**config.mk**
```make
export PLATFORM = sky130hd
export DESIGN_NAME = duplex_key_matrix_change_detect_top
export DESIGN_NICKNAME = d
export VERILOG_FILES = /design/src/design/dkm_pkg.sv /design/src/design/dkm_lane.sv /design/src/design/dkm_merge.sv /design/src/design/duplex_key_matrix_change_detect_top.sv
export SDC_FILE = /design/constraint.sdc
export NUM_CORES = 1
export LEC_CHECK = 0
export BUFFER_PORTS_ARGS = -buffer_cell sky130_fd_sc_hd__clkbuf_2
export CORE_MARGIN = 3
export CORE_UTILIZATION = 40
export DETAILED_ROUTE_END_ITERATION = 16
export GPL_TIMING_DRIVEN = 0
export PLACE_DENSITY = 0.54
export REMOVE_ABC_BUFFERS = 1
export SLEW_MARGIN = 10
export SYNTH_ARGS = -nofsm -noshare
export SYNTH_HDL_FRONTEND = slang
export SYNTH_SLANG_ARGS = --single-unit
```
**constraint.sdc**
```tcl
create_clock -name clk -period 5.4 [get_ports clk]
set_input_delay 1.08 -clock clk [delete_from_list [all_inputs] [get_ports clk]]
set_output_delay 1.08 -clock clk [all_outputs]
set_load 0.01 [all_outputs]
```
**src/design/dkm_pkg.sv**
```systemverilog
package dkm_pkg;

	// Field widths fixed by the sample and event formats
	localparam int SENSE_W = 8;
	localparam int LINE_W  = 3;
	localparam int COL_W   = 4;
	localparam int CNT_W   = 4;
	localparam int IDX_W   = 3;

	// Default matrix limits
	localparam int DEF_MAX_ROWS    = 8;
	localparam int DEF_MAX_COLUMNS = 8;

	// Register indexes (word-aligned decode on paddr[2])
	typedef enum logic {
		REG_ROW_COUNT    = 1'b0,
		REG_COLUMN_COUNT = 1'b1
	} reg_idx_t;

	// One sample after the lanes: which keys changed and their new level
	typedef struct packed {
		logic               kind;
		logic [LINE_W-1:0]  line;
		logic [COL_W-1:0]   col_base;
		logic [SENSE_W-1:0] change;
		logic [SENSE_W-1:0] press;
	} scan_item_t;

	// Clamp a count register to its hardware limit
	function automatic logic [CNT_W-1:0] limit_count(input logic [CNT_W-1:0] value,
		input logic [CNT_W-1:0] cap);
		return (value > cap) ? cap : value;
	endfunction

endpackage

```
**src/design/dkm_lane.sv**
```systemverilog
module dkm_lane
	import dkm_pkg::*;
(
	input  logic en,
	input  logic level,
	input  logic stored,
	output logic chg,
	output logic press
);

	// Sense lines are active low; a change is a pressed level unlike the stored bit
	assign press = ~level;
	assign chg   = en & (press ^ stored);

endmodule

```
**src/design/dkm_merge.sv**
```systemverilog
module dkm_merge
	import dkm_pkg::*;
(
	input  logic              clk,
	input  logic              arst_n,
	input  logic              ld_valid,
	input  scan_item_t        ld_item,
	output logic              ld_ready,
	output logic              m_tvalid,
	input  logic              m_tready,
	output logic [7:0]        m_tdata,
	output logic              m_tlast
);

	scan_item_t         pend_q;
	logic               pend_valid_q;
	scan_item_t         cur_q;
	logic [SENSE_W-1:0] rest;
	logic [IDX_W-1:0]   idx;
	logic               fire;
	logic               cur_done;
	logic [LINE_W-1:0]  ev_row;
	logic [COL_W-1:0]   ev_col;

	// Lowest pending lane goes out first
	always_comb begin
		idx = '0;
		for (int i = SENSE_W - 1; i >= 0; i--) begin
			if (cur_q.change[i]) begin
				idx = IDX_W'(i);
			end
		end
	end

	assign rest     = cur_q.change & (cur_q.change - SENSE_W'(1));
	assign m_tvalid = |cur_q.change;
	assign fire     = m_tvalid & m_tready;
	assign cur_done = !m_tvalid || (fire && (rest == '0));
	assign ld_ready = !pend_valid_q || cur_done;

	// Event fields
	assign ev_row  = cur_q.kind ? LINE_W'(idx) : cur_q.line;
	assign ev_col  = cur_q.kind ? cur_q.col_base : COL_W'(idx);
	assign m_tdata = {cur_q.press[idx], ev_col, ev_row};
	assign m_tlast = (rest == '0);

	// Current run and one waiting sample
	always_ff @(posedge clk or negedge arst_n) begin
		if (!arst_n) begin
			cur_q        <= '0;
			pend_q       <= '0;
			pend_valid_q <= 1'b0;
		end else begin
			if (cur_done) begin
				if (pend_valid_q) begin
					cur_q        <= pend_q;
					pend_valid_q <= ld_valid;
				end else if (ld_valid) begin
					cur_q <= ld_item;
				end else begin
					cur_q.change <= '0;
				end
			end else begin
				if (fire) begin
					cur_q.change <= rest;
				end
				if (ld_valid) begin
					pend_valid_q <= 1'b1;
				end
			end
			if (ld_valid && (pend_valid_q || !cur_done)) begin
				pend_q <= ld_item;
			end
		end
	end

endmodule

```
**src/design/duplex_key_matrix_change_detect_top.sv**
```systemverilog
// Channel  Dir  Signals                         Content
// s_       in   tvalid tready tdata tuser       one matrix sample
// m_       out  tvalid tready tdata tlast       one key event
// apb      in   psel penable pwrite paddr ...   row_count @0x0, column_count @0x4
//
// A sample is taken combinationally: eight lanes compare the sense bits with the
// pressed map and the map is updated at acceptance. Events then leave one per
// cycle while m_tready is high, so a sample with n changes gives n events (up to 8).
// One further sample waits while a run drains; s_tready falls only when both
// are held. Reset clears the map, the counts (to 8) and the event queue.
module duplex_key_matrix_change_detect_top
	import dkm_pkg::*;
#(
	parameter int MAX_ROWS    = DEF_MAX_ROWS,
	parameter int MAX_COLUMNS = DEF_MAX_COLUMNS
) (
	input  logic        clk,
	input  logic        arst_n,
	input  logic        s_tvalid,
	output logic        s_tready,
	input  logic [15:0] s_tdata,   // [2:0] driven_line, [10:3] sense_levels
	input  logic [0:0]  s_tuser,   // [0] kind
	output logic        m_tvalid,
	input  logic        m_tready,
	output logic [7:0]  m_tdata,   // [2:0] event_row, [6:3] event_column, [7] is_press
	output logic        m_tlast,
	input  logic        psel,
	input  logic        penable,
	input  logic        pwrite,
	input  logic [2:0]  paddr,
	input  logic [31:0] pwdata,
	output logic [31:0] prdata,
	output logic        pready
);

	localparam int ROW_CAP = (MAX_ROWS < SENSE_W) ? MAX_ROWS : SENSE_W;
	localparam int COL_CAP = (MAX_COLUMNS < SENSE_W) ? MAX_COLUMNS : SENSE_W;

	logic [CNT_W-1:0]   row_count_q;
	logic [CNT_W-1:0]   column_count_q;
	logic [CNT_W-1:0]   rows_eff;
	logic [CNT_W-1:0]   cols_eff;
	logic [CNT_W-1:0]   sensed;
	logic [CNT_W-1:0]   driven;
	logic [15:0]        map_q [MAX_ROWS];
	logic               kind;
	logic [LINE_W-1:0]  line;
	logic [SENSE_W-1:0] levels;
	logic               item_ok;
	logic [COL_W-1:0]   col_base;
	logic [15:0]        row_word;
	logic [SENSE_W-1:0] col_bits;
	logic [SENSE_W-1:0] change;
	logic [SENSE_W-1:0] press;
	logic               s_fire;
	logic               ld_ready;
	scan_item_t         ld_item;
	reg_idx_t           wr_idx;

	// APB registers
	assign pready = 1'b1;
	assign wr_idx = reg_idx_t'(paddr[2]);

	always_ff @(posedge clk or negedge arst_n) begin
		if (!arst_n) begin
			row_count_q    <= CNT_W'(8);
			column_count_q <= CNT_W'(8);
		end else if (psel && penable && pwrite) begin
			case (wr_idx)
				REG_ROW_COUNT:    row_count_q    <= pwdata[CNT_W-1:0];
				REG_COLUMN_COUNT: column_count_q <= pwdata[CNT_W-1:0];
				default: ;
			endcase
		end
	end

	always_comb begin
		case (wr_idx)
			REG_ROW_COUNT:    prdata = 32'(row_count_q);
			REG_COLUMN_COUNT: prdata = 32'(column_count_q);
			default:          prdata = '0;
		endcase
	end

	// Sample decode
	assign kind     = s_tuser[0];
	assign line     = s_tdata[LINE_W-1:0];
	assign levels   = s_tdata[LINE_W +: SENSE_W];
	assign rows_eff = limit_count(row_count_q, CNT_W'(ROW_CAP));
	assign cols_eff = limit_count(column_count_q, CNT_W'(COL_CAP));
	assign sensed   = kind ? rows_eff : cols_eff;
	assign driven   = kind ? cols_eff : rows_eff;
	assign item_ok  = {1'b0, line} < driven;
	assign col_base = cols_eff + COL_W'(line);
	assign s_tready = ld_ready;
	assign s_fire   = s_tvalid & ld_ready;

	// Row word for a driven row
	always_comb begin
		row_word = '0;
		for (int r = 0; r < MAX_ROWS; r++) begin
			if ({1'b0, line} == CNT_W'(r)) begin
				row_word = map_q[r];
			end
		end
	end

	// Lanes, one per sense line
	for (genvar i = 0; i < SENSE_W; i++) begin : g_lane
		if (i < MAX_ROWS) begin : g_col
			assign col_bits[i] = map_q[i][col_base];
		end else begin : g_nocol
			assign col_bits[i] = 1'b0;
		end

		dkm_lane u_lane (
			.en     (item_ok && (CNT_W'(i) < sensed)),
			.level  (levels[i]),
			.stored (kind ? col_bits[i] : row_word[i]),
			.chg    (change[i]),
			.press  (press[i])
		);
	end

	// Pressed map, updated as the sample is taken
	for (genvar r = 0; r < MAX_ROWS; r++) begin : g_row
		always_ff @(posedge clk or negedge arst_n) begin
			if (!arst_n) begin
				map_q[r] <= '0;
			end else if (s_fire) begin
				if (!kind && ({1'b0, line} == CNT_W'(r))) begin
					for (int c = 0; c < SENSE_W; c++) begin
						if (change[c]) begin
							map_q[r][c] <= press[c];
						end
					end
				end
				if (kind && (r < SENSE_W) && change[r % SENSE_W]) begin
					map_q[r][col_base] <= press[r % SENSE_W];
				end
			end
		end
	end

	assign ld_item = '{kind: kind, line: line, col_base: col_base,
		change: change, press: press};

	dkm_merge u_merge (
		.clk      (clk),
		.arst_n   (arst_n),
		.ld_valid (s_fire && (change != '0)),
		.ld_item  (ld_item),
		.ld_ready (ld_ready),
		.m_tvalid (m_tvalid),
		.m_tready (m_tready),
		.m_tdata  (m_tdata),
		.m_tlast  (m_tlast)
	);

endmodule

```
# --- Word level (Yosys, flattened, before mapping) ---
# Cells that the tools add are included.
# W data, S select, Z words.
totals:
  out_inout_bits: 44
  ff_bits: 185
  input_bits: 59
op_classes:
  muxes: 156
  n_reduce_logical: 55
  bitwise: 28
  n_eq_ne: 7
  order_cmp: 14
  add_sub_neg: 2
op_table:
  columns: ["operator", "count"]
  rows:
  - ["$mux W8", 37]
  - ["$bwmux W16", 8]
  - ["$mux W1", 85]
  - ["$pmux W32 S2", 1]
  - ["$bmux W1 S4", 8]
  - ["$logic_and A1 B1 Y1", 30]
  - ["$mux W3", 9]
  - ["$mux W24", 1]
  - ["$reduce_and A2 Y1", 11]
  - ["$mux W4", 5]
  - ["$lt A3 B4 Y1 const A", 4]
  - ["$eq A3 B3 Y1 const B", 4]
  - ["$and A1 B1 Y1", 10]
  - ["$not A1 Y1", 9]
  - ["$and A8 B8 Y8", 1]
  - ["$gt A4 B4 Y1 const B", 2]
  - ["$logic_not A8 Y1", 1]
  - ["$lt A1 B4 Y1 const A", 2]
  - ["$lt A2 B4 Y1 const A", 2]
  - ["$reduce_bool A8 Y1", 1]
  - ["$reduce_or A8 Y1", 1]
  - ["$sub A8 B1 Y8 const B", 1]
  - ["$xor A1 B1 Y1", 8]
  - ["$eq A3 B2 Y1 const B", 2]
  - ["other kinds (12)", 19]

# --- Logic depth before layout (Yosys ltp) ---
logic_depth:
  word_depth: 17
  depth_mapped: 20
  depth_no_buf: 13

# --- Cells and area by module ---
# From an unflattened synthesis, not the netlist that was laid out.
unflattened:
  hier_cells: 1241
  hier_area_um2: 12787.3
by_module_without_submodules:
  columns: ["module", "seq_area_each_um2", "n_inst", "cells_per_inst", "area_each_um2"]
  rows:
  - ["duplex_key_matrix_change_detect_top", 3405.8, 1, 1002, 10084.7]
  - ["dkm_merge", 1226.2, 1, 215, 2552.4]
  - ["dkm_lane", 0.0, 8, 3, 18.8]

# --- Worst setup path before layout ---
# No wires, ideal clock.
synth_path:
  path_type: "input -> register"
  startpoint: "in s_tuser"
  endpoint: "reg u_merge.pend_q[11] in the netlist's numbering"
  arrival_ns: 5.579
  t_required_ns: 5.275
  cell_stages: 19
  path_buffers: 8
  path_slack_ns: -0.304
  setup_time_ns: 0.125
  cell_sequence: "buf_2 -> clkbuf_1 -> clkbuf_1 -> buf_2 -> clkbuf_1 -> clkbuf_1 -> clkbuf_1 -> a21oi_1 -> ha_1 -> nand2_1 -> o31ai_2 -> and2_1 -> a21oi_1 -> and3_1 -> a211o_4 -> nor4_4 -> a31oi_4 -> buf_6 -> mux2_4"
synth_via:
  elab_chain_len: 7
  word_cells_on_any_way: 46
  cone_classes: "9 x order compare; 10 x mux; 16 x bitwise; 11 x reduce/logical"
synth_rtl:
  columns: ["item", "line_no", "rtl"]
  rows:
  - ["start: declaration", "duplex_key_matrix_change_detect_top.sv:22", "input logic [0:0] s_tuser,"]
  - ["$mux W4, on equally long branches", "duplex_key_matrix_change_detect_top.sv:92, duplex_key_matrix_change_detect_top.sv:91", null]
  - ["$lt A3 B4 Y1, or another cell as far along", "duplex_key_matrix_change_detect_top.sv:93", "assign item_ok = {1'b0, line} < driven;"]
  - ["$logic_and A1 B1 Y1", "duplex_key_matrix_change_detect_top.sv:117", ".en (item_ok && (CNT_W'(i) < sensed)),"]
  - ["$and A1 B1 Y1", "dkm_lane.sv:13", "assign chg = en & (press ^ stored);"]
  - ["$reduce_bool A8 Y1", "duplex_key_matrix_change_detect_top.sv:151", ".ld_valid (s_fire && (change != '0)),"]
  - ["$logic_and A1 B1 Y1", "duplex_key_matrix_change_detect_top.sv:151", null]
  - ["$logic_and A1 B1 Y1", "dkm_merge.sv:71", "if (ld_valid && (pend_valid_q || !cur_done)) begin"]
  - ["end signal: assignment", "dkm_merge.sv:72", "pend_q <= ld_item;"]
  - ["end: declaration", "dkm_merge.sv:15", "scan_item_t pend_q;"]
# Several ways; a longest one is shown, not always the timed one.
# A chain may end at the register's enable or synchronous reset.

# --- Worst setup path after layout ---
layout_path:
  startpoint: "in s_tuser"
  endpoint: "reg map_q[107] in the netlist's numbering"
layout_via:
  elab_chain_len: 6
  word_cells_on_any_way: 10
  cone_classes: "2 x order compare; 3 x mux; 2 x bitwise; 3 x reduce/logical"
layout_rtl:
  columns: ["item", "line_no", "rtl"]
  rows:
  - ["$mux W4, on equally long branches", "duplex_key_matrix_change_detect_top.sv:92, duplex_key_matrix_change_detect_top.sv:91", null]
  - ["$lt A3 B4 Y1 / $lt A1 B4 Y1 (equally long branches)", "duplex_key_matrix_change_detect_top.sv:93, duplex_key_matrix_change_detect_top.sv:117", null]
  - ["$logic_and A1 B1 Y1", "duplex_key_matrix_change_detect_top.sv:117", null]
  - ["$and A1 B1 Y1", "dkm_lane.sv:13", null]
  - ["$logic_and A1 B1 Y1 *", "duplex_key_matrix_change_detect_top.sv:138", "if (kind && (r < SENSE_W) && change[r % SENSE_W]) begin"]
  - ["$reduce_and A2 Y1 (no source line) *", null, null]
  - ["end signal: indexed assignment", "duplex_key_matrix_change_detect_top.sv:134", "map_q[r][c] <= press[c];"]
  - ["end signal: indexed assignment", "duplex_key_matrix_change_detect_top.sv:139", "map_q[r][col_base] <= press[r % SENSE_W];"]
  - ["end: declaration", "duplex_key_matrix_change_detect_top.sv:45", "logic [15:0] map_q [MAX_ROWS];"]
# Every way passes the cells marked *; elsewhere a longest branch is shown, timed or not.

==> results.md <==
* Status: completed
* Via total after detailed routing at 11920
* Chip Width at 187.1 um
* RSZ-0062 raised after global routing: true
* Worst hold path startpoint: map_q[28]
* Met3 WL at 4.742 mm
* Remaining antenna violation count at 0
* Core Area at 0.03196 mm^2
* Crit-path max FO at 43
* Crit end category: register
* Max VDD drop at 280.9 uV
* Die area at 0.03500 mm^2
* Residual DRC at 0
* CP Cell Sequence: buf_4 > buf_12 > clkinv_4 > and3_1 > a21oi_1 > ha_1 > a21oi_1 > o31ai_4 > and2_1 > a21oi_1 > and3_1 > a211o_4 > and2_1 > nand3_1 > mux2_2
* Via-per-instance ratio at 6.514
* Crit path buffers/inverters at 3
* R2r setup slk at 0.50 ns
* Rows at 65
* Fin crit period at 5.200 ns
* Fill cells at 3052
* Wirelength, routed at 49.43 mm
* Final period util at 96.30%
* Power density cells at 543.9 mW/mm^2
* Share of the synthesized area in the top cell type at 34.92%
* # hold bufs at CTS at 0
* Hold Path Stages at 1
* Synth Cell Area at 0.01312 mm^2
* Final RePlAce weighted congestion at 0.9751
* Vias in the first global route at 11390
* Commonest non-fill, non-tap cell in the layout: dfrtp_1
* First-pass GRT wire length at 74.44 mm
* DP Area at 0.01357 mm^2
* Clk Latency, worst-skew pair at 0.46 ns
* Sequential share of the synthesized area at 35.32%
* Yosys warns at 0
* Inserted Clock Buffers at 17
* # H-tree levels at 4
* Comb power frac at 53.3%
* Reg2reg end: u_merge.cur_q[23]
* Max-cap violations at 0
* Largest net degree at the start of global routing at 92
* Final Hold Viols at 0
* Share of layout cells above drive strength 1 at 21.08%
* HPWL after detailed placement at 31.31 mm
* Internal Power at 4.328 mW
* DR top layer: met4
* Fraction of registers with async set/reset at 100.0%
* Clock skew at 0.01688 ns
* Seq cells post-synth at 185
* Root buffer selected by CTS: clkbuf_16
* Critical path class: in -> reg
* Setup crit start kind: input pin
* Average size of a mapped cell at 9.348 um^2
* CP delay by family, top: simple AND/OR/NAND/NOR gates
* Mapped Cells at 1403
* Synth Flop Type: dfrtp_1
* GRT Resource Usage Total at 27.77%
* Switching power total at 3.627 mW
* Initial antenna violation count at 0
* R2R Path Start: column_count_q[3]
* Arr. time, crit path at 5.54 ns
* Clock transition at path regs at 0.08 ns
* Commonest cells after routing, fill and taps aside: dfrtp_1 (182), nand2_1 (140), nor2_1 (83)
* CTS tree: yes
* Clk pwr share at 16.7%
* Die Y at 187.1 um
* Hold slack final at 0.5042 ns
* Leading area contributor after synthesis: dfrtp_1
* I/O pins at 103
* Antenna Cells at 0
* Max Clock Freq at 192.3 MHz
* Leakage at 6.254 nW
* Reg power frac at 30.1%
* Router iterations before antenna repair at 6
* Switching share of power at 45.60%
* Cell area after layout at 0.01463 mm^2
* Critical path's slowest cell: and2_1
* Layout area overhead at 11.52%
* Wl on met1 at 20.86 mm
* Number of synthesized flops with an enable pin at 0
* Clk sinks at 185
* Final setup vio count at 0
* Max Root-Sink Buffers at 2
* Worst path max stage delay at 0.81 ns
* DR WL met2 at 22.06 mm
* Synth unique cells at 97
* R2R depth at 12
* Overflow after GRT at 0
* Largest cells by area after synthesis: dfrtp_1 (35%), mux2_2 (5.3%), mux4_2 (5.0%)
* DR iter-0 viols at 1460
* Buffers on Ports at 38
* Worst-Margin Slew at 1.333 ns
* WHS Endpoint: map_q[28]
* Initial core utilization at 41.03%
* Worst EP required at 5.74 ns
* CP most frequent cell: a21oi_1
* Hold WC Path Type: reg -> reg
* Slew headroom at 10.44%
* Pins Over Slew Limit at 0
* Final nets at 1447
* Routed len/inst at 27.01 um
-- final cells by class --
class	count	area (um^2)	share of cell area (%)
repair buffers	81	763.2	5.218
multi-input cells	1048	7905	54.05
inverters	49	188.9	1.292
clock buffers	18	439.2	3.003
well taps	435	544.3	3.721
flip-flops and latches	185	4633	31.68
clock inverters	14	152.6	1.044
-- synth_stat cells, drive strengths merged (14+ instances only) --
master / number
a211oi: 17
nor3: 23
a31oi: 39
a21oi: 68
dfrtp: 183
nand2: 141
o22ai: 30
nor2: 84
mux2: 78
a22o: 28
a311oi: 15
and3: 45
mux2i: 64
clkbuf: 87
mux4: 29
nand3: 45
o22a: 14
inv: 47
and2: 14
o21ai: 61
o31ai: 28
buf: 65
-- logic make-up (layout without fill, tap and decap cells) --
family,count (synthesis),after routing,share of synthesized area [%]
XOR/XNOR,5,6,0.5915
other,2,29,0.05726
AO/OA/AOI/OAI,407,408,22.65
AND/OR/NAND/NOR,425,426,16.28
multiplexers,171,172,16.99
adder cells (fa/ha/maj),7,7,0.7060
buffers and inverters,201,162,7.413
flip-flops,185,185,35.32
-- registers in the layout, summed over array words and instances, names as in the netlist --
register	count
map_q	128
column_count_q	4
row_count_q	4
u_merge.pend_valid_q	1
u_merge.pend_q	24
u_merge.cur_q	24
-- through the flow --
step | setup TNS (ns) | setup slack [ns] | util [%] | total power [mW] | std cells
after floorplan | -31.15 | -0.5755 | - | 4.822 | 1278
after global placement | -694.65 | -4.379 | 41.18 | 6.028 | 1751
after detailed placement | -221.55 | -2.546 | 42.46 | 6.201 | 1767
after CTS | 0 | 0.03740 | 45.48 | 7.832 | 1828
after global routing | -0.01145 | -0.01145 | 45.76 | 8.379 | 1830
final | 0 | 0.1997 | 45.76 | 7.955 | 1830
-- worst reg2reg max path, cell delays in order (launching register included) --
cell	delay (ns)
dfstp_2	0.66
nor2b_4	0.13
ha_4	0.19
fa_2	0.52
xnor2_2	0.44
buf_6	0.25
a211oi_1	0.08
a311oi_1	0.48
o311a_1	0.36
nor3_2	0.13
o21ai_4	0.63
nand3_2	0.53
a311oi_1	0.40
-- power by group through the flow --
stage / sequential (mW) / clock (mW) / combinational, mW
floorplan: 2.20 / 0 / 2.62
global placement: 2.39 / 0 / 3.64
detailed placement: 2.40 / 0 / 3.80
CTS: 2.38 / 1.34 / 4.12
global route: 2.45 / 1.40 / 4.53
finish: 2.39 / 1.32 / 4.24
-- how the worst max path moves through the flow --
stage	from	to	slack, ns	cells past startpoint
after CTS	s_tdata[0]	u_merge.cur_q[18]	0.04	17
after global placement	s_tdata[0]	u_merge.pend_q[23]	-4.38	12
after detailed placement	s_tdata[0]	u_merge.pend_q[13]	-2.55	12
final	s_tuser	map_q[107]	0.20	15
after floorplan	u_merge.cur_q[8]	map_q[28]	-0.58	9
after global routing	s_tuser	u_merge.cur_q[23]	-0.01	17
-- routing by layer --
layer  vias up  track usage [%]
li1       5191                -
met3       111            6.578
met2       644            42.64
met4         0            9.421
met1      5974            38.60
met5         -                0
-- repair_timing --
item,in CTS,in global routing
setup endpoints to repair,170,77
buffers inserted,25,2
hold endpoints to repair,0,0
pin swaps,7,3
gates cloned,4,0
resized for setup,17,16
Note: power is estimated with default switching activity, not from simulation.
